[src/rtl/pbts_pkg.sv]
// Shared types, constants and helpers for the priority bitmap tick scheduler.
`timescale 1ns / 1ps
`default_nettype none

package pbts_pkg;

    // Number of tasks (one per priority, last one is the idle task)
    localparam int TASK_COUNT  = 8;
    // Width of each per-task delay counter
    localparam int COUNT_WIDTH = 16;

    // Widths of the fields
    localparam int CMD_W   = 2;
    localparam int IDX_W   = 3;
    localparam int TICKS_W = 16;
    localparam int BITS_W  = 8;

    // Saturation value of a delay counter, held in 32 bits
    localparam logic [31:0] COUNT_MAX = 32'((64'd1 << COUNT_WIDTH) - 64'd1);

    // Command codes
    localparam logic [CMD_W-1:0] CMD_CREATE = 2'd0;
    localparam logic [CMD_W-1:0] CMD_DELAY  = 2'd1;
    localparam logic [CMD_W-1:0] CMD_TICK   = 2'd2;

    // Input beat
    typedef struct packed {
        logic [CMD_W-1:0]   command;
        logic [IDX_W-1:0]   task_index;
        logic [TICKS_W-1:0] delay_ticks;
    } t_in_item;

    // Result beat
    typedef struct packed {
        logic [IDX_W-1:0]  highest_ready;
        logic [BITS_W-1:0] ready_bits;
        logic              any_ready;
    } t_out_item;

    // Controller to datapath commands
    typedef struct packed {
        logic load;   // capture the accepted input beat
        logic exec;   // apply the captured beat and register the result
    } t_dp_cmd;

    // Load value for a counter: saturates when the counter is narrower than the field
    function automatic logic [COUNT_WIDTH-1:0] load_value(input logic [TICKS_W-1:0] ticks);
        logic [31:0] t;
        t = {16'd0, ticks};
        if (t > COUNT_MAX) begin
            t = COUNT_MAX;
        end
        return COUNT_WIDTH'(t);
    endfunction

endpackage

`default_nettype wire

[src/rtl/pbts_ctrl.sv]
// Controller state machine: input/output handshake and datapath sequencing.
`timescale 1ns / 1ps
`default_nettype none

module pbts_ctrl (
    input  wire              i_clk,
    input  wire              i_rst_n,
    input  wire              i_in_valid,
    output logic             o_in_stall,
    output logic             o_out_valid,
    input  wire              i_out_stall,
    output pbts_pkg::t_dp_cmd o_cmd
);
    import pbts_pkg::*;

    localparam logic S_IDLE = 1'b0;
    localparam logic S_EXEC = 1'b1;

    logic r_state;
    logic n_state;
    logic r_out_valid;
    logic n_out_valid;
    logic accept;
    logic out_free;

    // Output slot is free if empty or being taken this cycle
    assign out_free   = !r_out_valid || !i_out_stall;
    assign o_in_stall = (r_state != S_IDLE) || !out_free;
    assign accept     = i_in_valid && !o_in_stall;

    assign o_cmd.load  = accept;
    assign o_cmd.exec  = (r_state == S_EXEC);
    assign o_out_valid = r_out_valid;

    // Next state and output valid
    always_comb begin
        n_state     = r_state;
        n_out_valid = r_out_valid;
        if (r_out_valid && !i_out_stall) begin
            n_out_valid = 1'b0;
        end
        unique case (r_state)
            S_IDLE: begin
                if (accept) begin
                    n_state = S_EXEC;
                end
            end
            S_EXEC: begin
                n_state     = S_IDLE;
                n_out_valid = 1'b1;
            end
            default: begin
                n_state = S_IDLE;
            end
        endcase
    end

    always_ff @(posedge i_clk) begin
        if (!i_rst_n) begin
            r_state     <= S_IDLE;
            r_out_valid <= 1'b0;
        end else begin
            r_state     <= n_state;
            r_out_valid <= n_out_valid;
        end
    end

    // No new beat is taken while one is executing
    a_no_accept_in_exec: assert property (@(posedge i_clk) disable iff (!i_rst_n)
        (r_state == S_EXEC) |-> o_in_stall)
        else $error("input accepted during execute");

    // An accepted beat executes in the next cycle
    a_accept_exec: assert property (@(posedge i_clk) disable iff (!i_rst_n)
        accept |=> (r_state == S_EXEC))
        else $error("accepted beat did not execute");

    // The result register is empty when a result is written into it
    a_slot_free: assert property (@(posedge i_clk) disable iff (!i_rst_n)
        (r_state == S_EXEC) |-> !r_out_valid)
        else $error("result overwritten before delivery");

    // Execution always produces a result beat
    a_exec_result: assert property (@(posedge i_clk) disable iff (!i_rst_n)
        (r_state == S_EXEC) |=> r_out_valid)
        else $error("execute produced no result");

endmodule

`default_nettype wire

[src/rtl/pbts_datapath.sv]
// Datapath: ready bitmap, delay counters, priority encoder and result register.
`timescale 1ns / 1ps
`default_nettype none

module pbts_datapath (
    input  wire                i_clk,
    input  wire                i_rst_n,
    input  pbts_pkg::t_dp_cmd  i_cmd,
    input  pbts_pkg::t_in_item i_in_data,
    output pbts_pkg::t_out_item o_out_data
);
    import pbts_pkg::*;

    t_in_item                r_item;
    logic [TASK_COUNT-1:0]   r_mask;
    logic [TASK_COUNT-1:0]   n_mask;
    logic [COUNT_WIDTH-1:0]  r_cnt [TASK_COUNT];
    logic [COUNT_WIDTH-1:0]  n_cnt [TASK_COUNT];
    logic [IDX_W-1:0]        r_winner;
    logic [IDX_W-1:0]        n_winner;
    logic [COUNT_WIDTH-1:0]  load_val;
    logic                    idx_ok;
    t_out_item               r_out;

    assign load_val   = load_value(r_item.delay_ticks);
    assign idx_ok     = {1'b0, r_item.task_index} < (IDX_W + 1)'(TASK_COUNT);
    assign o_out_data = r_out;

    // Command decode and counter update
    always_comb begin
        n_mask = r_mask;
        for (int i = 0; i < TASK_COUNT; i++) begin
            n_cnt[i] = r_cnt[i];
        end
        unique case (r_item.command)
            CMD_CREATE: begin
                for (int i = 0; i < TASK_COUNT; i++) begin
                    if (idx_ok && r_item.task_index == IDX_W'(i)) begin
                        n_mask[i] = 1'b1;
                        n_cnt[i]  = load_val;
                    end
                end
            end
            CMD_DELAY: begin
                for (int i = 0; i < TASK_COUNT; i++) begin
                    if (idx_ok && r_item.task_index == IDX_W'(i)) begin
                        n_mask[i] = 1'b0;
                        n_cnt[i]  = load_val;
                    end
                end
            end
            CMD_TICK: begin
                // Count down all but the idle task, saturating at zero
                for (int i = 0; i < TASK_COUNT - 1; i++) begin
                    if (r_cnt[i] != '0) begin
                        n_cnt[i] = r_cnt[i] - COUNT_WIDTH'(1);
                    end
                    if (r_cnt[i] <= COUNT_WIDTH'(1)) begin
                        n_mask[i] = 1'b1;
                    end
                end
                n_mask[TASK_COUNT-1] = 1'b1;
            end
            default: begin
                // unused command leaves state alone
            end
        endcase
    end

    // Lowest set bit wins; hold the previous winner on an empty bitmap
    always_comb begin
        n_winner = r_winner;
        for (int i = TASK_COUNT - 1; i >= 0; i--) begin
            if (n_mask[i]) begin
                n_winner = IDX_W'(i);
            end
        end
    end

    // Scheduler state
    always_ff @(posedge i_clk) begin
        if (!i_rst_n) begin
            r_mask   <= '0;
            r_winner <= '0;
            for (int i = 0; i < TASK_COUNT; i++) begin
                r_cnt[i] <= '0;
            end
        end else if (i_cmd.exec) begin
            r_mask   <= n_mask;
            r_winner <= n_winner;
            for (int i = 0; i < TASK_COUNT; i++) begin
                r_cnt[i] <= n_cnt[i];
            end
        end
    end

    // Captured input beat and result register
    always_ff @(posedge i_clk) begin
        if (i_cmd.load) begin
            r_item <= i_in_data;
        end
        if (i_cmd.exec) begin
            r_out.highest_ready <= n_winner;
            r_out.ready_bits    <= BITS_W'(n_mask);
            r_out.any_ready     <= (n_mask != '0);
        end
    end

endmodule

`default_nettype wire

[src/rtl/priority_bitmap_tick_scheduler_core.sv]
// An accepted beat is captured and executes in the next cycle; its result beat is
// registered into the output register at the end of that execute cycle.
// Beats are not overlapped: each is accepted, then executed in a state that updates
// the bitmap, all counters and the winner together, with the input stalled.
// A result waiting in the output register stalls the input until it is taken.
// Reset (synchronous, active low): bitmap, counters and winner clear to zero.
`timescale 1ns / 1ps
`default_nettype none

module priority_bitmap_tick_scheduler_core (
    input  wire                 i_clk,
    input  wire                 i_rst_n,
    input  wire                 i_in_valid,
    output logic                o_in_stall,
    input  pbts_pkg::t_in_item  i_in_data,
    output logic                o_out_valid,
    input  wire                 i_out_stall,
    output pbts_pkg::t_out_item o_out_data
);
    import pbts_pkg::*;

    t_dp_cmd cmd;

    // Sequencer
    pbts_ctrl u_ctrl (
        .i_clk       (i_clk),
        .i_rst_n     (i_rst_n),
        .i_in_valid  (i_in_valid),
        .o_in_stall  (o_in_stall),
        .o_out_valid (o_out_valid),
        .i_out_stall (i_out_stall),
        .o_cmd       (cmd)
    );

    // Scheduler datapath
    pbts_datapath u_dp (
        .i_clk      (i_clk),
        .i_rst_n    (i_rst_n),
        .i_cmd      (cmd),
        .i_in_data  (i_in_data),
        .o_out_data (o_out_data)
    );

endmodule

`default_nettype wire
[config.mk]
export PLATFORM = sky130hd
export DESIGN_NAME = priority_bitmap_tick_scheduler_core
export DESIGN_NICKNAME = d
export VERILOG_FILES = /design/src/rtl/pbts_pkg.sv /design/src/rtl/pbts_ctrl.sv /design/src/rtl/pbts_datapath.sv /design/src/rtl/priority_bitmap_tick_scheduler_core.sv
export SDC_FILE = /design/constraint.sdc
export NUM_CORES = 1
export LEC_CHECK = 0
export BUFFER_PORTS_ARGS = -buffer_cell sky130_fd_sc_hd__buf_4
export CORE_MARGIN = 4
export CORE_UTILIZATION = 50
export CTS_CLUSTER_DIAMETER = 30
export DETAILED_ROUTE_END_ITERATION = 10
export PLACE_DENSITY = 0.68
export SLEW_MARGIN = 20
export SYNTH_ARGS = -nofsm -noshare
export SYNTH_HDL_FRONTEND = slang
export SYNTH_HIERARCHICAL = 1
export SYNTH_SLANG_ARGS = --single-unit
export TNS_END_PERCENT = 5
[constraint.sdc]
create_clock -name i_clk -period 3.9 [get_ports i_clk]
set_input_delay 0.195 -clock i_clk [delete_from_list [all_inputs] [get_ports i_clk]]
set_output_delay 0.195 -clock i_clk [all_outputs]
set_load 0.005 [all_outputs]
Word-level counts from Yosys, hierarchy flattened
Memories as Yosys holds them, arrays and structs flattened.
Cells that the tools add are included.
- register bits after elaboration: 46
- bits in latches: 0
- RAM bits: 128
- bits in read-only memories: 0
- bits of input ports: 25
- logic and storage cells: 131
- memories kept: 1
- memory list (memory ; words ; bits a word ; read ports ; clocked after memory_dff ; wr ports ; line ; RTL):
    u_dp.r_cnt ; 8 ; 16 ; 7 ; 0 ; 8 ; pbts_datapath.sv:17 ; logic [COUNT_WIDTH-1:0] r_cnt [TASK_COUNT];
- add/subtract/negate cells: 7
- multipliers: 0
- div/mod/pow operators: 0
- magnitude comparators: 7
- equality and inequality tests: 11
- shifts and indexed selects: 0
- muxes and demuxes: 65
- bitwise logic cells: 9
- reductions and logical operators: 21
- operators with widths (kind ; count):
    $mux 16 ; 24
    $pmux 112 s2 ; 1
    $le 16x1->1 const B ; 7
    $reduce_bool 16->1 ; 7
    $sub 16x1->16 const B ; 7
    $mux 1 ; 30
    $mux 3 ; 8
    $pmux 8 s3 ; 1
    $eq 3x3->1 const B ; 4
    $or 1x1->1 ; 8
    $reduce_bool 8->1 ; 1
    $eq 3x2->1 const B ; 2
    $logic_not 1->1 ; 4
    $eq 3x1->1 const B ; 1
    $logic_not 3->1 ; 1
    $reduce_and 3->1 ; 1
    $eq 2x1->1 const B ; 1
    $eq 2x2->1 const B ; 1
    $logic_and 1x1->1 ; 2
    $logic_not 2->1 ; 1
    $logic_or 1x1->1 ; 2
    $ne 2x2->1 const B ; 1
    $pmux 1 s2 ; 1
    $reduce_bool 2->1 ; 1
    3 further kinds ; 3

Logic depth before layout (Yosys ltp)
An unclocked memory read counts as a cell.
- word-level depth: 12
- mapped depth: 8
- mapped depth without buffers: 8

Modules after synthesis
Netlist, hierarchy kept.
- modules (own cells, without submodules) (module ; instances ; cells an instance ; area each (µm²)):
    pbts_datapath ; 1 ; 725 ; 8042.7
    pbts_ctrl ; 1 ; 9 ; 91.3

Worst setup path after synthesis
No wires, ideal clock.
- kind: flip-flop to flip-flop
- from: register u_dp/r_item[20] in the netlist's numbering
- to: memory u_dp.r_cnt[5][0] (enable)
- arrival: 2664 ps
- data required time: 3489 ps
- slack: 825 ps
- cell stages (with the launch flop): 7
- path buffers: 3
- path through: edfxtp_1 > clkbuf_1 > nor2b_1 > clkbuf_1 > clkbuf_1 > o21ai_0 > o21ai_0
- RTL lines (element ; line ; RTL):
    from (decl) ; pbts_datapath.sv:14 ; t_in_item r_item;
    from (signal assigned) ; pbts_datapath.sv:100 ; r_item <= i_in_data;
    to (decl) ; pbts_datapath.sv:17 ;

Worst setup path after layout
- from: register u_dp/r_item[20] in the netlist's numbering
- to: register u_dp.r_out (netlist bit u_dp/o_out_data[0]) (data pin)
- cells in the longest elaborated chain, start to end: 3
- elaborated cells between the ends (all ways): 5
- classes of those cells: eq/ne: 2; mux: 1; reduce/logical: 2
- ends and longest elaborated chain (element ; line ; RTL):
    $eq 2x2->1, or another cell as far along ; pbts_datapath.sv:35 ; unique case (r_item.command)
    $pmux 8 s3 (*) ; pbts_datapath.sv:35 ;
    $reduce_bool 8->1 (*) ; pbts_datapath.sv:105 ; r_out.any_ready <= (n_mask != '0);
    to (decl) ; pbts_datapath.sv:23 ; t_out_item r_out;
Mark *: on every way between the ends. The rest lies on a longest branch, timed or not.
A chain may end at the register's enable or synchronous reset.

==> results.json <==
{
  "outcome": "completed",
  "nNetsFinal": 830,
  "cp_max_fo": 11,
  "portBuffers": 38,
  "clk-insertion-delay-late_ns": 0.43,
  "cts_inserted_buffers": 17,
  "grt_max_degree": 58,
  "drtAntennaViolNets": 0,
  "grt_pass1_wl_um": 31620,
  "fin_area_um2": 9502,
  "drive_gt1_share_pct": 11.72,
  "grt_usage_pct": 22.76,
  "h-tree-depth": 4,
  "synthArstFlopShare_pct": 0,
  "wl_per_cell_um": 20.03,
  "place_area_um2": 8641,
  "chipHeight_um": 135.5,
  "setup.worst_path.end_class": "register",
  "max_cap_violations": 0,
  "dp.cells": 965,
  "n_fill_cell": 1318,
  "crit_arrival_ns": 3.27,
  "path_clk_slew_ns": 0.07,
  "viasPerCell": 5.969,
  "gp_congestion": 0.8309,
  "cts_buffer_depth": 2,
  "path_cells": "nor4b_1 -> mux2_2 -> a21oi_1 -> nand2_1 -> or3_1",
  "slowest_delay_ns": 0.81,
  "area_growth_pct": 16.81,
  "worst_pin_slew_ns": 1.144,
  "syn_avg_cell_area_um2": 11.08,
  "drtIter0Drc": 569,
  "maxSlewViolCount": 0,
  "syn-num-nets": 775,
  "die_area_um2": 18370,
  "slew_headroom_pct": 23.23,
  "peakVddDrop_uv": 336.1,
  "setup_viol": 0,
  "p_per_area_nw_per_um2": 457.6,
  "cts-root-buf": "clkbuf_16",
  "start_util_pct": 51.21,
  "multi_input_comb_area_um2": 3304,
  "required_ns": 4.08,
  "seq_area_frac_synth_pct": 56.73,
  "synthCells": 734,
  "fin_skew_ns": 0.007801,
  "vias": 6076,
  "synthFlopType": "edfxtp_1",
  "rsz0062_at_grt": "false",
  "fin_cells": 1018,
  "drt-total-wl_um": 20400,
  "min_period_over_period_pct": 79.39,
  "antenna_found_initial": 0,
  "cts.sinks": 158,
  "place_ws_ns": 0.8823,
  "dr.pass1.iters": 5,
  "tns_ns": 0,
  "cp-start-kind": "register",
  "rows": 46,
  "yosysWarnings": 6,
  "drc": 0,
  "synth-seq-cells": 158,
  "synth_edf_count": 145,
  "core-area_um2": 15890,
  "fin_hold_ws_ns": 0.03930,
  "boundaryPins": 39,
  "fin_crit_ns": 3.096,
  "critical_path_class": "reg -> reg",
  "final-hold-violation-count": 0,
  "fmax_ghz": 0.3230,
  "grt_pass1_vias": 5991,
  "grt_overflow": 0,
  "dpl.hpwl_um": 12990,
  "synth_cell_types": 54,
  "worst_slack_ns": 0.8036,
  "post-cts-setup-buffer-count": 0,
  "syn_area_um2": 8134,
  "die_w_um": 135.5,
  "cp_slowest_cell": "nor4b_1",
  "hp-class": "in -> reg",
  "regArea_um2": 4614,
  "cts_tree": "yes",
  "power_leakage_nw": 3.430,
  "diodes": 0
}
[what timing repair did]
item / in CTS / in global routing
hold endpoints to repair: 21 / 0
resized for setup: 0 / 0
hold buffers: 21 / 0
[cells in the final DEF (no fill, tap or decap), types with 4 or more instances in the layout]
master and instances:
buf_4 48, xor2_1 27, dfxtp_1 13, a21oi_1 105, nand3b_1 4, a31oi_1 15, o211a_1 7, o21ai_1 12
or4_1 9, xnor2_1 61, nand3_1 11, nand2b_1 9, edfxtp_1 145, nor4_1 19, o31ai_1 5, nand2_1 43
mux2i_1 4, dlygate4sd3_1 21, nor3_1 31, nor2_1 46, or3_1 9, inv_1 25, bufinv_16 5, nor4b_1 4
ha_1 16, clkbuf_16 17, mux2_2 4, o21ai_0 27
[report_power, final]
part / internal, W / switching, W
registers: 0.00198 / 0.0000927
clock network: 0.00113 / 0.000688
logic: 0.000183 / 0.000271
[synth_stat cells, types with 7 or more instances]
master	n	area, um^2
edfxtp_1	145	4354
a21oi_1	105	525.5
xnor2_1	61	534.3
nor2_1	46	172.7
nand2_1	43	161.4
o21ai_0	41	205.2
nor3_1	31	155.2
clkbuf_1	28	105.1
xor2_1	27	236.5
inv_1	25	93.84
nor4_1	19	118.9
ha_1	16	200.2
a31oi_1	15	93.84
dfxtp_1	13	260.3
nand3_1	11	55.05
nand2b_1	9	56.30
or3_1	9	56.30
or4_1	9	67.56
o211a_1	7	70.07
[critical path: cells and delay by family (launching register included)]
| family | cells | cell delay, ns |
|---|---|---|
| flip-flops | 1 | 0.54 |
| AO/OA/AOI/OAI | 1 | 0.47 |
| multiplexers | 1 | 0.44 |
| AND/OR/NAND/NOR | 3 | 1.40 |
[metrics by stage]
stage          utilization (%)  total power (W)
6_report                 59.81         0.004348
5_1_grt                  59.81         0.004488
4_1_cts                  59.77         0.004360
3_5_place_dp             54.40         0.002531
3_3_place_gp             54.40         0.002515
2_1_floorplan                -         0.002380
[registers in the layout, summed over array words and instances, names as in the netlist]
register and flops:
u_ctrl/o_out_valid 1, u_dp/r_winner 3, u_dp/o_out_data 12, u_dp/load_val 16, u_dp/r_item 5, u_dp/r_cnt 112, u_dp/r_mask 8, u_ctrl/r_state 1
[worst paths after layout]
kind                    start                  to  slack (ns)  cells after the start
min reg2reg  u_dp/r_winner[1]    u_dp/r_winner[1]        0.47                      2
min                i_in_valid      u_ctrl/r_state        0.04                      2
max           u_dp/r_item[20]  u_dp/o_out_data[0]        0.80                      5
max reg2reg   u_dp/r_item[20]  u_dp/o_out_data[0]        0.80                      5
[layer usage]
| metal | up-vias | part of all wire, % | track usage [%] |
|---|---|---|---|
| li1 | 2843 | - | - |
| met1 | 2946 | 41 | 29.27 |
| met2 | 237 | 49 | 36.73 |
| met3 | 50 | 6.2 | 4.941 |
| met4 | 0 | 3.5 | 11.03 |
| met5 | - | 0 | 0 |
[logic make-up after synthesis]
family	count (synthesis)	synth area share [%]
and+or+nand+nor	210	13.54
AOI/OAI and AO/OA	195	13.92
DFF	158	56.73
xor gates and xnor gates	88	9.475
buffers and inverters	59	2.830
adders and majority gates	16	2.461
muxes	8	1.046
[cell type report]
cell class / count / area share (%)
Multi-Input combinational cell: 517 / 34.78
Clock buffer: 17 / 4.477
Sequential cell: 158 / 48.56
Tap cell: 216 / 2.844
Inverter: 26 / 1.040
Timing Repair Buffer: 69 / 6.005
Clock inverter: 15 / 2.291
Note: power is estimated with default switching activity, not from simulation.
